[src/mtc_pkg.sv]
package mtc_pkg;

    // field and datapath widths
    localparam int WORD_W        = 16;
    localparam int OUT_W         = 24;
    localparam int CFG_W         = 32;
    localparam int CFG_IDX_W     = 3;
    localparam int NUM_W         = 64;
    localparam int QUO_W         = 24;
    localparam int FRAC_BITS_DEF = 8;
    localparam int QUEUE_DEPTH   = 2;

    // register indexes
    localparam logic [CFG_IDX_W-1:0] REG_XY_GAIN   = 3'd0;
    localparam logic [CFG_IDX_W-1:0] REG_XY_COMMON = 3'd1;
    localparam logic [CFG_IDX_W-1:0] REG_Z_GAIN    = 3'd2;
    localparam logic [CFG_IDX_W-1:0] REG_Z_OFFSET  = 3'd3;

    // overflow codes of the sensor
    localparam logic signed [12:0] XY_OVF = -13'sd4096;
    localparam logic signed [14:0] Z_OVF  = -15'sd16384;

    localparam logic [OUT_W-1:0] OUT_POS_MAX = {1'b0, {(OUT_W-1){1'b1}}};
    localparam logic [OUT_W-1:0] OUT_NEG_MAX = {1'b1, {(OUT_W-1){1'b0}}};

    typedef struct packed {
        logic [CFG_W-1:0] xy_gain;
        logic [CFG_W-1:0] xy_common;
        logic [CFG_W-1:0] z_gain;
        logic [CFG_W-1:0] z_offset;
    } cfg_t;

    // one classified sample
    typedef struct packed {
        logic signed [12:0] mx;
        logic signed [12:0] my;
        logic signed [14:0] mz;
        logic        [13:0] r;
        logic signed [17:0] d;
        logic        [2:0]  inv;
    } item_t;

    typedef enum logic [3:0] {
        BK_IDLE,
        BK_MUL1,
        BK_MUL2,
        BK_SUM,
        BK_MUL3,
        BK_NUM,
        BK_ABS,
        BK_GO,
        BK_DIV,
        BK_WB
    } back_state_t;

    function automatic logic [NUM_W-1:0] mag64(input logic signed [NUM_W-1:0] v);
        return v[NUM_W-1] ? (~v + NUM_W'(1)) : v;
    endfunction

    // apply sign and clamp a rounded magnitude to the output range
    function automatic logic [OUT_W-1:0] sign_sat(input logic neg, input logic ovf,
                                                   input logic [QUO_W-1:0] q);
        logic [OUT_W-1:0] res;
        if (neg)
        begin
            if (ovf || q[QUO_W-1])
                res = OUT_NEG_MAX;
            else
                res = ~q + OUT_W'(1);
        end
        else
        begin
            if (ovf || q[QUO_W-1])
                res = OUT_POS_MAX;
            else
                res = q;
        end
        return res;
    endfunction

endpackage

[src/mtc_queue.sv]
module mtc_queue #(
    parameter int DEPTH = mtc_pkg::QUEUE_DEPTH
) (
    input  logic            clk,
    input  logic            rst_n,
    input  logic            push,
    input  mtc_pkg::item_t  push_item,
    input  logic            pop,
    output logic            full,
    output logic            not_empty,
    output mtc_pkg::item_t  head
);
    import mtc_pkg::*;

    localparam int PTR_W = $clog2(DEPTH);
    localparam int CNT_W = $clog2(DEPTH + 1);

    item_t            store_reg [DEPTH];
    logic [PTR_W-1:0] wr_ptr_reg;
    logic [PTR_W-1:0] rd_ptr_reg;
    logic [CNT_W-1:0] cnt_reg;

    assign full      = (cnt_reg == CNT_W'(DEPTH));
    assign not_empty = (cnt_reg != '0);
    assign head      = store_reg[rd_ptr_reg];

    // entry storage
    always_ff @(posedge clk)
    begin
        if (push)
            store_reg[wr_ptr_reg] <= push_item;
    end

    // pointers and fill count
    always_ff @(posedge clk or negedge rst_n)
    begin
        if (!rst_n)
        begin
            wr_ptr_reg <= '0;
            rd_ptr_reg <= '0;
            cnt_reg    <= '0;
        end
        else
        begin
            if (push)
                wr_ptr_reg <= (wr_ptr_reg == PTR_W'(DEPTH - 1)) ? '0 : wr_ptr_reg + PTR_W'(1);
            if (pop)
                rd_ptr_reg <= (rd_ptr_reg == PTR_W'(DEPTH - 1)) ? '0 : rd_ptr_reg + PTR_W'(1);
            if (push && !pop)
                cnt_reg <= cnt_reg + CNT_W'(1);
            else if (pop && !push)
                cnt_reg <= cnt_reg - CNT_W'(1);
        end
    end

endmodule

[config.mk]
export PLATFORM = sky130hd
export DESIGN_NAME = mtc_queue
export DESIGN_NICKNAME = d
export VERILOG_FILES = /design/src/mtc_pkg.sv /design/src/mtc_queue.sv
export SDC_FILE = /design/constraint.sdc
export NUM_CORES = 1
export LEC_CHECK = 0
export BUFFER_PORTS_ARGS = -buffer_cell sky130_fd_sc_hd__buf_2
export CAP_MARGIN = 20
export CORE_UTILIZATION = 47
export DETAILED_ROUTE_END_ITERATION = 10
export HOLD_SLACK_MARGIN = 0.06
export PLACE_DENSITY = 0.76
export SLEW_MARGIN = 10
export SYNTH_ARGS = -nofsm -noshare
export SYNTH_HDL_FRONTEND = slang
export SYNTH_SLANG_ARGS = --single-unit
[constraint.sdc]
create_clock -name clk -period 4.6 [get_ports clk]
set_input_delay 0.69 -clock clk [delete_from_list [all_inputs] [get_ports clk]]
set_output_delay 0.69 -clock clk [all_outputs]
set_load 0.01 [all_outputs]
==> flow_summary.toml <==
[placement]
port_buffers = 157
place_area_sq_um = 6730
gp_congestion = 0.671
post-dp-hpwl_um = 6140
dp_cells = 551

[grt]
grt_use_met3_pct = 5.95
grt_first_pass_wirelength_um = 14900
grt_usage_pct = 16.0
grt-busiest-layer = "met2"
antenna_found_initial = 0
grtUsageMet1_pct = 18.3
grt_pass1_vias = 3060
grt.overflow.total = 0
met2_usage_pct = 26.9
grt_max_degree = 77

[sta]
max_freq_mhz = 333
rsz0062_at_grt = "no"
tightestPinTransition_ns = 1.04
finalSetupViolCount = 0
hold_viol_final = 0
fin_tns_setup_ns = 0
fin_skew_ns = 0.00829
slew_viol_final = 0
period_share_pct = 65.3
min_period_ns = 3.00
timing.slew.headroom_pct = 30.4

[pwr]
p_per_area_nw_per_um2 = 638
vdd_ir_drop_max_mv = 0.446
leakagePower_uw = 0.00288

[synth]
netlist_instances = 253
yosys_register_bits = 156
yosysSeqAreaShare_pct = 80.3
yosys_warnings = 0
syn_nets = 334
synthDistinctLibCells = 15
syn_area_sq_um = 5810
synth_area_per_cell_sq_um = 23.0

[layout]
diodes = 0
layout-drive-gt1-share_pct = 61.2
fin_nets = 505
largest_reg_flops = 152
postLayoutCoreUtil_pct = 61.1
fin_area_sq_um = 7340
area_delta_synth_final_pct = 26.4
fin_cells = 580
n_fill_cell = 916

[route]
drt_iter0_markers = 185
drc = 0
via_per_inst = 4.91
detail-route-antenna-nets = 0
routed_wl_um = 9710
vias = 2849
wl_per_cell_um = 16.7
firstDrtPassIters = 4

[clocking]
cts_root_buffer = "clkbuf_16"
clock_latency_ns = 0.41
post_cts_resized = 0
cts.clk_slew.worst_paths_ns = 0.06
cts.sinks = 156
cts_max_level = 4
clockBufferDepth = 2
cts_setup_buffers = 0
cts_buffers = 17
cts_tree = "done"
holdBufCountCts = 1

[worst_setup_path]
crit_family = "flip-flops"
arrival_ns = 2.31
crit_chain = "buf_4 -> mux2_4 -> buf_2"
slowest_delay_ns = 1.08
worst_setup_path_start_kind = "register"
end_kind = "primary output"
required_ns = 3.91
worstSetupPathType = "reg -> out"
path_max_fanout = 69
cpMaxStageDelayCell = "dfrtp_4"
path_buf_inv = 2
r2r_slack_ns = 2.64

[floorplan]
rows = 40
dieArea_sq_um = 12800
core_sq_um = 12000
start_util_pct = 48.4
fp.dieH_um = 113
dieWidth_um = 113
io_pins = 158

[run]
maxCapViolations = 0

[outcome]
status = "complete, no violations"

[min_path]
hp-class = "in -> reg"
==> layout by cell type, fill, tap and decap left out, types with 2 or more instances in the layout <==
master	instances
edfxtp_1	152
clkinv_2	2
bufinv_16	5
buf_2	157
clkinv_1	2
dfrtp_1	3
xor2_1	4
clkbuf_16	17
mux2_2	46
mux2_4	30
buf_4	3
==> worst register-to-register path, stage by stage (launching register included) <==
cell and delay [ns]:
dfrtp_1 0.43, nor2b_4 0.67, buf_4 0.51
==> through the flow <==
step | hold slack [ns] | total power [uW] | worst slack (ns)
after floorplan | 0.394 | 2900 | 0.0631
after global placement | 0.466 | 3260 | 1.97
after detailed placement | 0.477 | 3300 | 1.95
after CTS | 0.443 | 4750 | 1.49
after global routing | 0.446 | 4900 | 1.41
final | 0.467 | 4680 | 1.60
==> final cells by class <==
cell class              instances  area [sq um]  area share (%)
flip-flops and latches        156          4670            63.6
well taps                     147           184            2.51
clock buffers                  18           429            5.85
repair buffers                161           818            11.1
clock inverters                10           175            2.39
multi-input cells              87          1060            14.5
inverters                       1          3.75          0.0511
==> where the power goes <==
| group | leakage (uW) | internal (uW) | switching (uW) |
|---|---|---|---|
| Clock | 0.000292 | 944 | 499 |
| Combinational | 0.00112 | 624 | 523 |
| Sequential | 0.00147 | 1890 | 203 |
| Total | 0.00288 | 3460 | 1230 |
==> final timing paths <==
kind / startpoint / endpoint / cells after the start
setup / recovery: rd_ptr_reg / head[24] / 3
setup reg to reg: wr_ptr_reg / store_reg[0][29] / 2
max in group asynchronous: rst_n / rd_ptr_reg / 2
min in group asynchronous: rst_n / wr_ptr_reg / 2
hold reg to reg: cnt_reg[1] / cnt_reg[1] / 1
hold / removal: push_item[4] / store_reg[0][4] / 1
==> logic make-up (layout without fill, tap and decap cells) <==
kind of cell	after synthesis	in the layout	share of synthesized area, %
buf+inv	10	190	1.57
fa+ha+maj	1	1	0.215
simple gates	5	5	0.495
flops	156	156	80.3
mux	76	76	16.7
xor+xnor	5	5	0.754
==> cells in the mapped netlist <==
library cell  count  area (sq um)
xor2_1            4          35.0
or2_2             1          6.26
mux2_2           46           518
and2_1            1          6.26
nor2b_1           2          12.5
buf_2             4          20.0
buf_6             2          22.5
xnor2_1           1          8.76
nor2_1            1          3.75
dfrtp_1           4           100
ha_1              1          12.5
edfxtp_1        152          4560
buf_8             3          45.0
inv_1             1          3.75
mux2_4           30           450
==> metal layers <==
metal | part of all wire [%] | vias to the layer above
li1 | - | 1341
met1 | 41 | 1385
met2 | 52 | 112
met3 | 5.8 | 11
met4 | 1.3 | 0
met5 | 0 | -
No activity file was read; power rests on OpenSTA's default activity.
