### src/mtc_pkg.sv
package mtc_pkg;

    // field and datapath widths
    localparam int WORD_W        = 16;
    localparam int OUT_W         = 24;
    localparam int CFG_W         = 32;
    localparam int CFG_IDX_W     = 3;
    localparam int NUM_W         = 64;
    localparam int QUO_W         = 24;
    localparam int FRAC_BITS_DEF = 8;
    localparam int QUEUE_DEPTH   = 2;

    // register indexes
    localparam logic [CFG_IDX_W-1:0] REG_XY_GAIN   = 3'd0;
    localparam logic [CFG_IDX_W-1:0] REG_XY_COMMON = 3'd1;
    localparam logic [CFG_IDX_W-1:0] REG_Z_GAIN    = 3'd2;
    localparam logic [CFG_IDX_W-1:0] REG_Z_OFFSET  = 3'd3;

    // overflow codes of the sensor
    localparam logic signed [12:0] XY_OVF = -13'sd4096;
    localparam logic signed [14:0] Z_OVF  = -15'sd16384;

    localparam logic [OUT_W-1:0] OUT_POS_MAX = {1'b0, {(OUT_W-1){1'b1}}};
    localparam logic [OUT_W-1:0] OUT_NEG_MAX = {1'b1, {(OUT_W-1){1'b0}}};

    typedef struct packed {
        logic [CFG_W-1:0] xy_gain;
        logic [CFG_W-1:0] xy_common;
        logic [CFG_W-1:0] z_gain;
        logic [CFG_W-1:0] z_offset;
    } cfg_t;

    // one classified sample
    typedef struct packed {
        logic signed [12:0] mx;
        logic signed [12:0] my;
        logic signed [14:0] mz;
        logic        [13:0] r;
        logic signed [17:0] d;
        logic        [2:0]  inv;
    } item_t;

    typedef enum logic [3:0] {
        BK_IDLE,
        BK_MUL1,
        BK_MUL2,
        BK_SUM,
        BK_MUL3,
        BK_NUM,
        BK_ABS,
        BK_GO,
        BK_DIV,
        BK_WB
    } back_state_t;

    function automatic logic [NUM_W-1:0] mag64(input logic signed [NUM_W-1:0] v);
        return v[NUM_W-1] ? (~v + NUM_W'(1)) : v;
    endfunction

    // apply sign and clamp a rounded magnitude to the output range
    function automatic logic [OUT_W-1:0] sign_sat(input logic neg, input logic ovf,
                                                   input logic [QUO_W-1:0] q);
        logic [OUT_W-1:0] res;
        if (neg)
        begin
            if (ovf || q[QUO_W-1])
                res = OUT_NEG_MAX;
            else
                res = ~q + OUT_W'(1);
        end
        else
        begin
            if (ovf || q[QUO_W-1])
                res = OUT_POS_MAX;
            else
                res = q;
        end
        return res;
    endfunction

endpackage

### src/mtc_channels.sv
interface mtc_in_if;
    import mtc_pkg::*;
    logic              valid;
    logic              ready;
    logic [WORD_W-1:0] x_word;
    logic [WORD_W-1:0] y_word;
    logic [WORD_W-1:0] z_word;
    logic [WORD_W-1:0] hall_word;

    modport source (output valid, x_word, y_word, z_word, hall_word, input ready);
    modport sink (input valid, x_word, y_word, z_word, hall_word, output ready);
endinterface


### src/mtc_front.sv
module mtc_front (
    mtc_in_if.sink          in_ch,
    input  mtc_pkg::cfg_t   cfg,
    input  logic            q_full,
    output logic            push,
    output mtc_pkg::item_t  item
);
    import mtc_pkg::*;

    logic [15:0] s;
    logic [15:0] z1;
    logic [15:0] z2;

    assign s  = cfg.xy_common[31:16];
    assign z1 = cfg.z_gain[15:0];
    assign z2 = cfg.z_gain[31:16];

    // take a request whenever the queue has room
    assign in_ch.ready = !q_full;
    assign push        = in_ch.valid && !q_full;

    // unpack the raw words and flag axes that cannot be compensated
    always_comb
    begin
        item.mx  = in_ch.x_word[15:3];
        item.my  = in_ch.y_word[15:3];
        item.mz  = in_ch.z_word[15:1];
        item.r   = in_ch.hall_word[15:2];
        item.d   = $signed({2'b00, s}) - $signed({4'b0000, in_ch.hall_word[15:2]});
        item.inv[0] = (item.mx == XY_OVF) || (item.r == '0) || (s == '0);
        item.inv[1] = (item.my == XY_OVF) || (item.r == '0) || (s == '0);
        item.inv[2] = (item.mz == Z_OVF) || (item.r == '0) || (s == '0)
                      || (z1 == '0) || (z2 == '0);
    end

endmodule

### src/flat_wrapper.sv
// flat-port wrapper written by rule: the top's interface ports become plain ports
module mtc_front_flat import mtc_pkg::*;
  (cfg, q_full, push, item, in_ch_valid, in_ch_x_word, in_ch_y_word, in_ch_z_word, in_ch_hall_word, in_ch_ready);
  mtc_in_if in_ch_i ();
  input  mtc_pkg::cfg_t cfg;
  input  logic q_full;
  output logic push;
  output mtc_pkg::item_t item;
  input wire logic [$bits(in_ch_i.valid)-1:0] in_ch_valid;
  input wire logic [$bits(in_ch_i.x_word)-1:0] in_ch_x_word;
  input wire logic [$bits(in_ch_i.y_word)-1:0] in_ch_y_word;
  input wire logic [$bits(in_ch_i.z_word)-1:0] in_ch_z_word;
  input wire logic [$bits(in_ch_i.hall_word)-1:0] in_ch_hall_word;
  output wire logic [$bits(in_ch_i.ready)-1:0] in_ch_ready;
  assign in_ch_i.valid = in_ch_valid;
  assign in_ch_i.x_word = in_ch_x_word;
  assign in_ch_i.y_word = in_ch_y_word;
  assign in_ch_i.z_word = in_ch_z_word;
  assign in_ch_i.hall_word = in_ch_hall_word;
  assign in_ch_ready = in_ch_i.ready;
  mtc_front u_core (.in_ch(in_ch_i), .cfg(cfg), .q_full(q_full), .push(push), .item(item));
endmodule
### config.mk
export PLATFORM = sky130hd
export DESIGN_NAME = mtc_front_flat
export DESIGN_NICKNAME = d
export VERILOG_FILES = /design/src/mtc_pkg.sv /design/src/mtc_channels.sv /design/src/mtc_front.sv /design/src/flat_wrapper.sv
export SDC_FILE = /design/constraint.sdc
export NUM_CORES = 1
export LEC_CHECK = 0
export BUFFER_PORTS_ARGS = -buffer_cell sky130_fd_sc_hd__buf_4
export CORE_AREA = 5 5 103 105
export DETAILED_ROUTE_END_ITERATION = 6
export DIE_AREA = 0 0 108 110
export SLEW_MARGIN = 40
export SYNTH_ARGS = -nofsm -noshare
export SYNTH_HDL_FRONTEND = slang
export SYNTH_SLANG_ARGS = --single-unit
### constraint.sdc
create_clock -name vclk -period 3.24
set_clock_uncertainty 0.05 [all_clocks]
set_input_delay 0.648 -clock vclk [all_inputs]
set_output_delay 0.648 -clock vclk [all_outputs]
set_load 0.02 [all_outputs]
==> run_results.csv <==
group,metric,value,unit
grt,antenna_found_initial,1,
clock_tree,cts-hold-fix-buffers,0,
layout,layout.nets,565,
floorplan,row_count,36,
worst_setup_path,path_class,"input pin to output pin",
placed_design,numPortBuffers,183,
grt,grt_pass1_wl,13700,um
grt,grt.total_usage,15.6,%
placed_design,dp_slack,-0.131,ns
worst_setup_path,cp_cell_sequence,"buf_8, ha_4, fa_2, and2b_1, o211ai_2, a311oi_2, buf_4, mux2i_1, o2111ai_1, buf_4",
outcome,outcome,"finished clean",
floorplan,die-area,11900,sq um
sta,finalHoldViolCount,0,
worst_setup_path,cp-endpoint,"item[13]",
layout,fin_util,28.9,%
floorplan,initial_core_util,16.1,%
sta,worst_slack,0.000302,ns
logic_synthesis,synth_cell_type_count,45,
power,switchingPower,0.310,mW
power,p_int,0.270,mW
placed_design,place_congestion,0.872,
logic_synthesis,synthesis.area,1540,sq um
drt,vias,2077,
worst_setup_path,cp.arrival,2.54,ns
logic_synthesis,ys_seq_area_share,0,%
placed_design,postPlaceCellArea,2690,sq um
worst_setup_path,critPathMaxFanout,4,
placed_design,numPlacedInstances,484,
power,p_seq_share,0,%
drt,post_drt_via_cell_ratio,4.26,
layout,seq_cell_count,0,
drt,drt_iter0_drc,84,
sta,tns,0,ns
logic_synthesis,avgSynthCellArea,7.02,sq um
worst_setup_path,crit_top_cell,"buf_4",
grt,grt_pass1_vias,2221,
layout,clock_buffers,0,
logic_synthesis,synth.most_common_cell,"buf_4",
logic_synthesis,synthTopCellsByCount,"buf_4 (56), inv_1 (21), nor4_1 (19)",
layout,fillerInstances,1087,
floorplan,die_y,110,um
power,finalPower,0.580,mW
logic_synthesis,synth_top_area_share,27.4,%
layout,stdcell_count,487,
sta,worst_pin_slew,0.461,ns
worst_setup_path,cp_slowest_stage_delay,0.33,ns
worst_setup_path,critical-path-slowest-cell,"fa_2",
floorplan,die_w,108,um
layout,fin_area,2760,sq um
sta,timing.final.crit_share,100,%
power,power_density,210,nW/um^2
sta,setup_viol,0,
power,vdd_drop_max,0.0000817,V
layout,seq_area,0,sq um
drt,wl_per_cell,21.0,um
power,power.share.combinational,100.0,%
logic_synthesis,yosysWarningCount,0,
worst_setup_path,end_kind,"output pin",
sta,maxSlewViolCount,0,
worst_setup_path,start_kind,"input pin",
job,max-cap-violations,0,
worst_setup_path,startpoint,"in_ch_hall_word[2]",
floorplan,num_io_pins,272,
floorplan,core_area,9550,sq um
layout,drive_gt1_share,59.9,%
min_path,min_path_type,"input pin to output pin",
logic_synthesis,synth_area_leaders,"buf_4 (27%), ha_1 (11%), nor4_1 (7.7%)",
grt,grt-ovfl-total,0,
power,leakagePower,1.42,nW
logic_synthesis,yosys.area.top_type,"buf_4",
power,p_clk_share,0,%
logic_synthesis,synth_cells,219,
sta,holdWs,1.46,ns
sta,fin_crit,3.24,ns
sta,fmax,309,MHz
worst_setup_path,cp.required,2.54,ns
sta,rsz0062_at_grt,"true",
drt,dr.pass1.iters,4,
layout,antenna_cells,0,
placed_design,dp_hpwl,9440,um
layout,area_delta_synth_final,79.9,%
grt,grt_max_degree,11,
drt,route.detailed.drc,0,
sta,max_slew_margin,69.0,%
layout,multi_input_area,1050,sq um
logic_synthesis,synth_nets,428,
drt,ant_nets,0,
drt,routed_wl,10200,um
power,p_sw_share,53.5,%
==> cells by family after synthesis <==
group	after synthesis	synth area share, %
XOR/XNOR	12	6.84
multiplexers	1	0.651
buffers and inverters	79	33.6
adder cells (fa/ha/maj)	15	12.7
AO/OA/AOI/OAI	35	18.0
AND/OR/NAND/NOR	77	28.3
==> worst max-delay path: cells and delay by family <==
family          cells  cell delay [ns]
compound gates      3             0.55
fa+ha+maj           2             0.48
buf+inv             3             0.44
simple gates        1             0.24
mux                 1             0.19
==> power groups by stage <==
stage	Sequential (mW)	Combinational (mW)	Clock, mW
2_1_floorplan	0	0.316	0
3_5_place_dp	0	0.569	0
4_1_cts	0	0.577	0
3_3_place_gp	0	0.567	0
6_report	0	0.580	0
5_1_grt	0	0.621	0
==> routing by layer <==
layer | track usage [%] | part of all wire (%)
met5 | 0 | 0.12
met4 | 0.361 | 0.29
met3 | 12.6 | 20
met2 | 25.0 | 42
met1 | 17.2 | 38
==> cell usage in the layout (no fill, tap or decap), drive strengths merged, types with 2 or more instances in the layout <==
master | synthesis | final
buf | 58 | 193
inv | 21 | 21
nor4 | 19 | 19
ha | 14 | 14
nand2 | 13 | 13
nor2 | 11 | 11
a21oi | 11 | 11
xnor2 | 10 | 10
nor3 | 8 | 8
nand4 | 7 | 7
nand3 | 4 | 4
nor2b | 4 | 4
o21a | 3 | 3
nor4b | 3 | 3
o211ai | 3 | 3
and3 | 3 | 3
o21ai | 2 | 2
xor2 | 2 | 2
a311oi | 2 | 2
a31oi | 2 | 2
a41o | 2 | 2
o2111ai | 2 | 2
==> worst min-delay path by stage <==
| stage | from | end | slack [ns] | cells past startpoint |
|---|---|---|---|---|
| 3_5_place_dp | in_ch_x_word[5] | item[65] | 1.46 | 2 |
| 6_report | in_ch_z_word[14] | item[48] | 1.46 | 2 |
| 5_1_grt | in_ch_x_word[5] | item[65] | 1.46 | 2 |
| 2_1_floorplan | q_full | in_ch_ready | 1.32 | 1 |
| 3_3_place_gp | in_ch_z_word[9] | item[43] | 1.46 | 2 |
| 4_1_cts | in_ch_x_word[5] | item[65] | 1.46 | 2 |
==> final cells by class <==
| type | count | area share, % |
|---|---|---|
| inverters | 21 | 2.94 |
| repair buffers | 193 | 53.0 |
| multi-input cells | 140 | 38.1 |
| well taps | 133 | 6.02 |
==> timing repair <==
action / in CTS / in global routing
pin swaps: 5 / 5
buffers inserted: 1 / 2
cloned: 0 / 0
gates resized for setup: 8 / 4
setup endpoints to repair: 2 / 7
No activity file was read; power rests on OpenSTA's default activity.
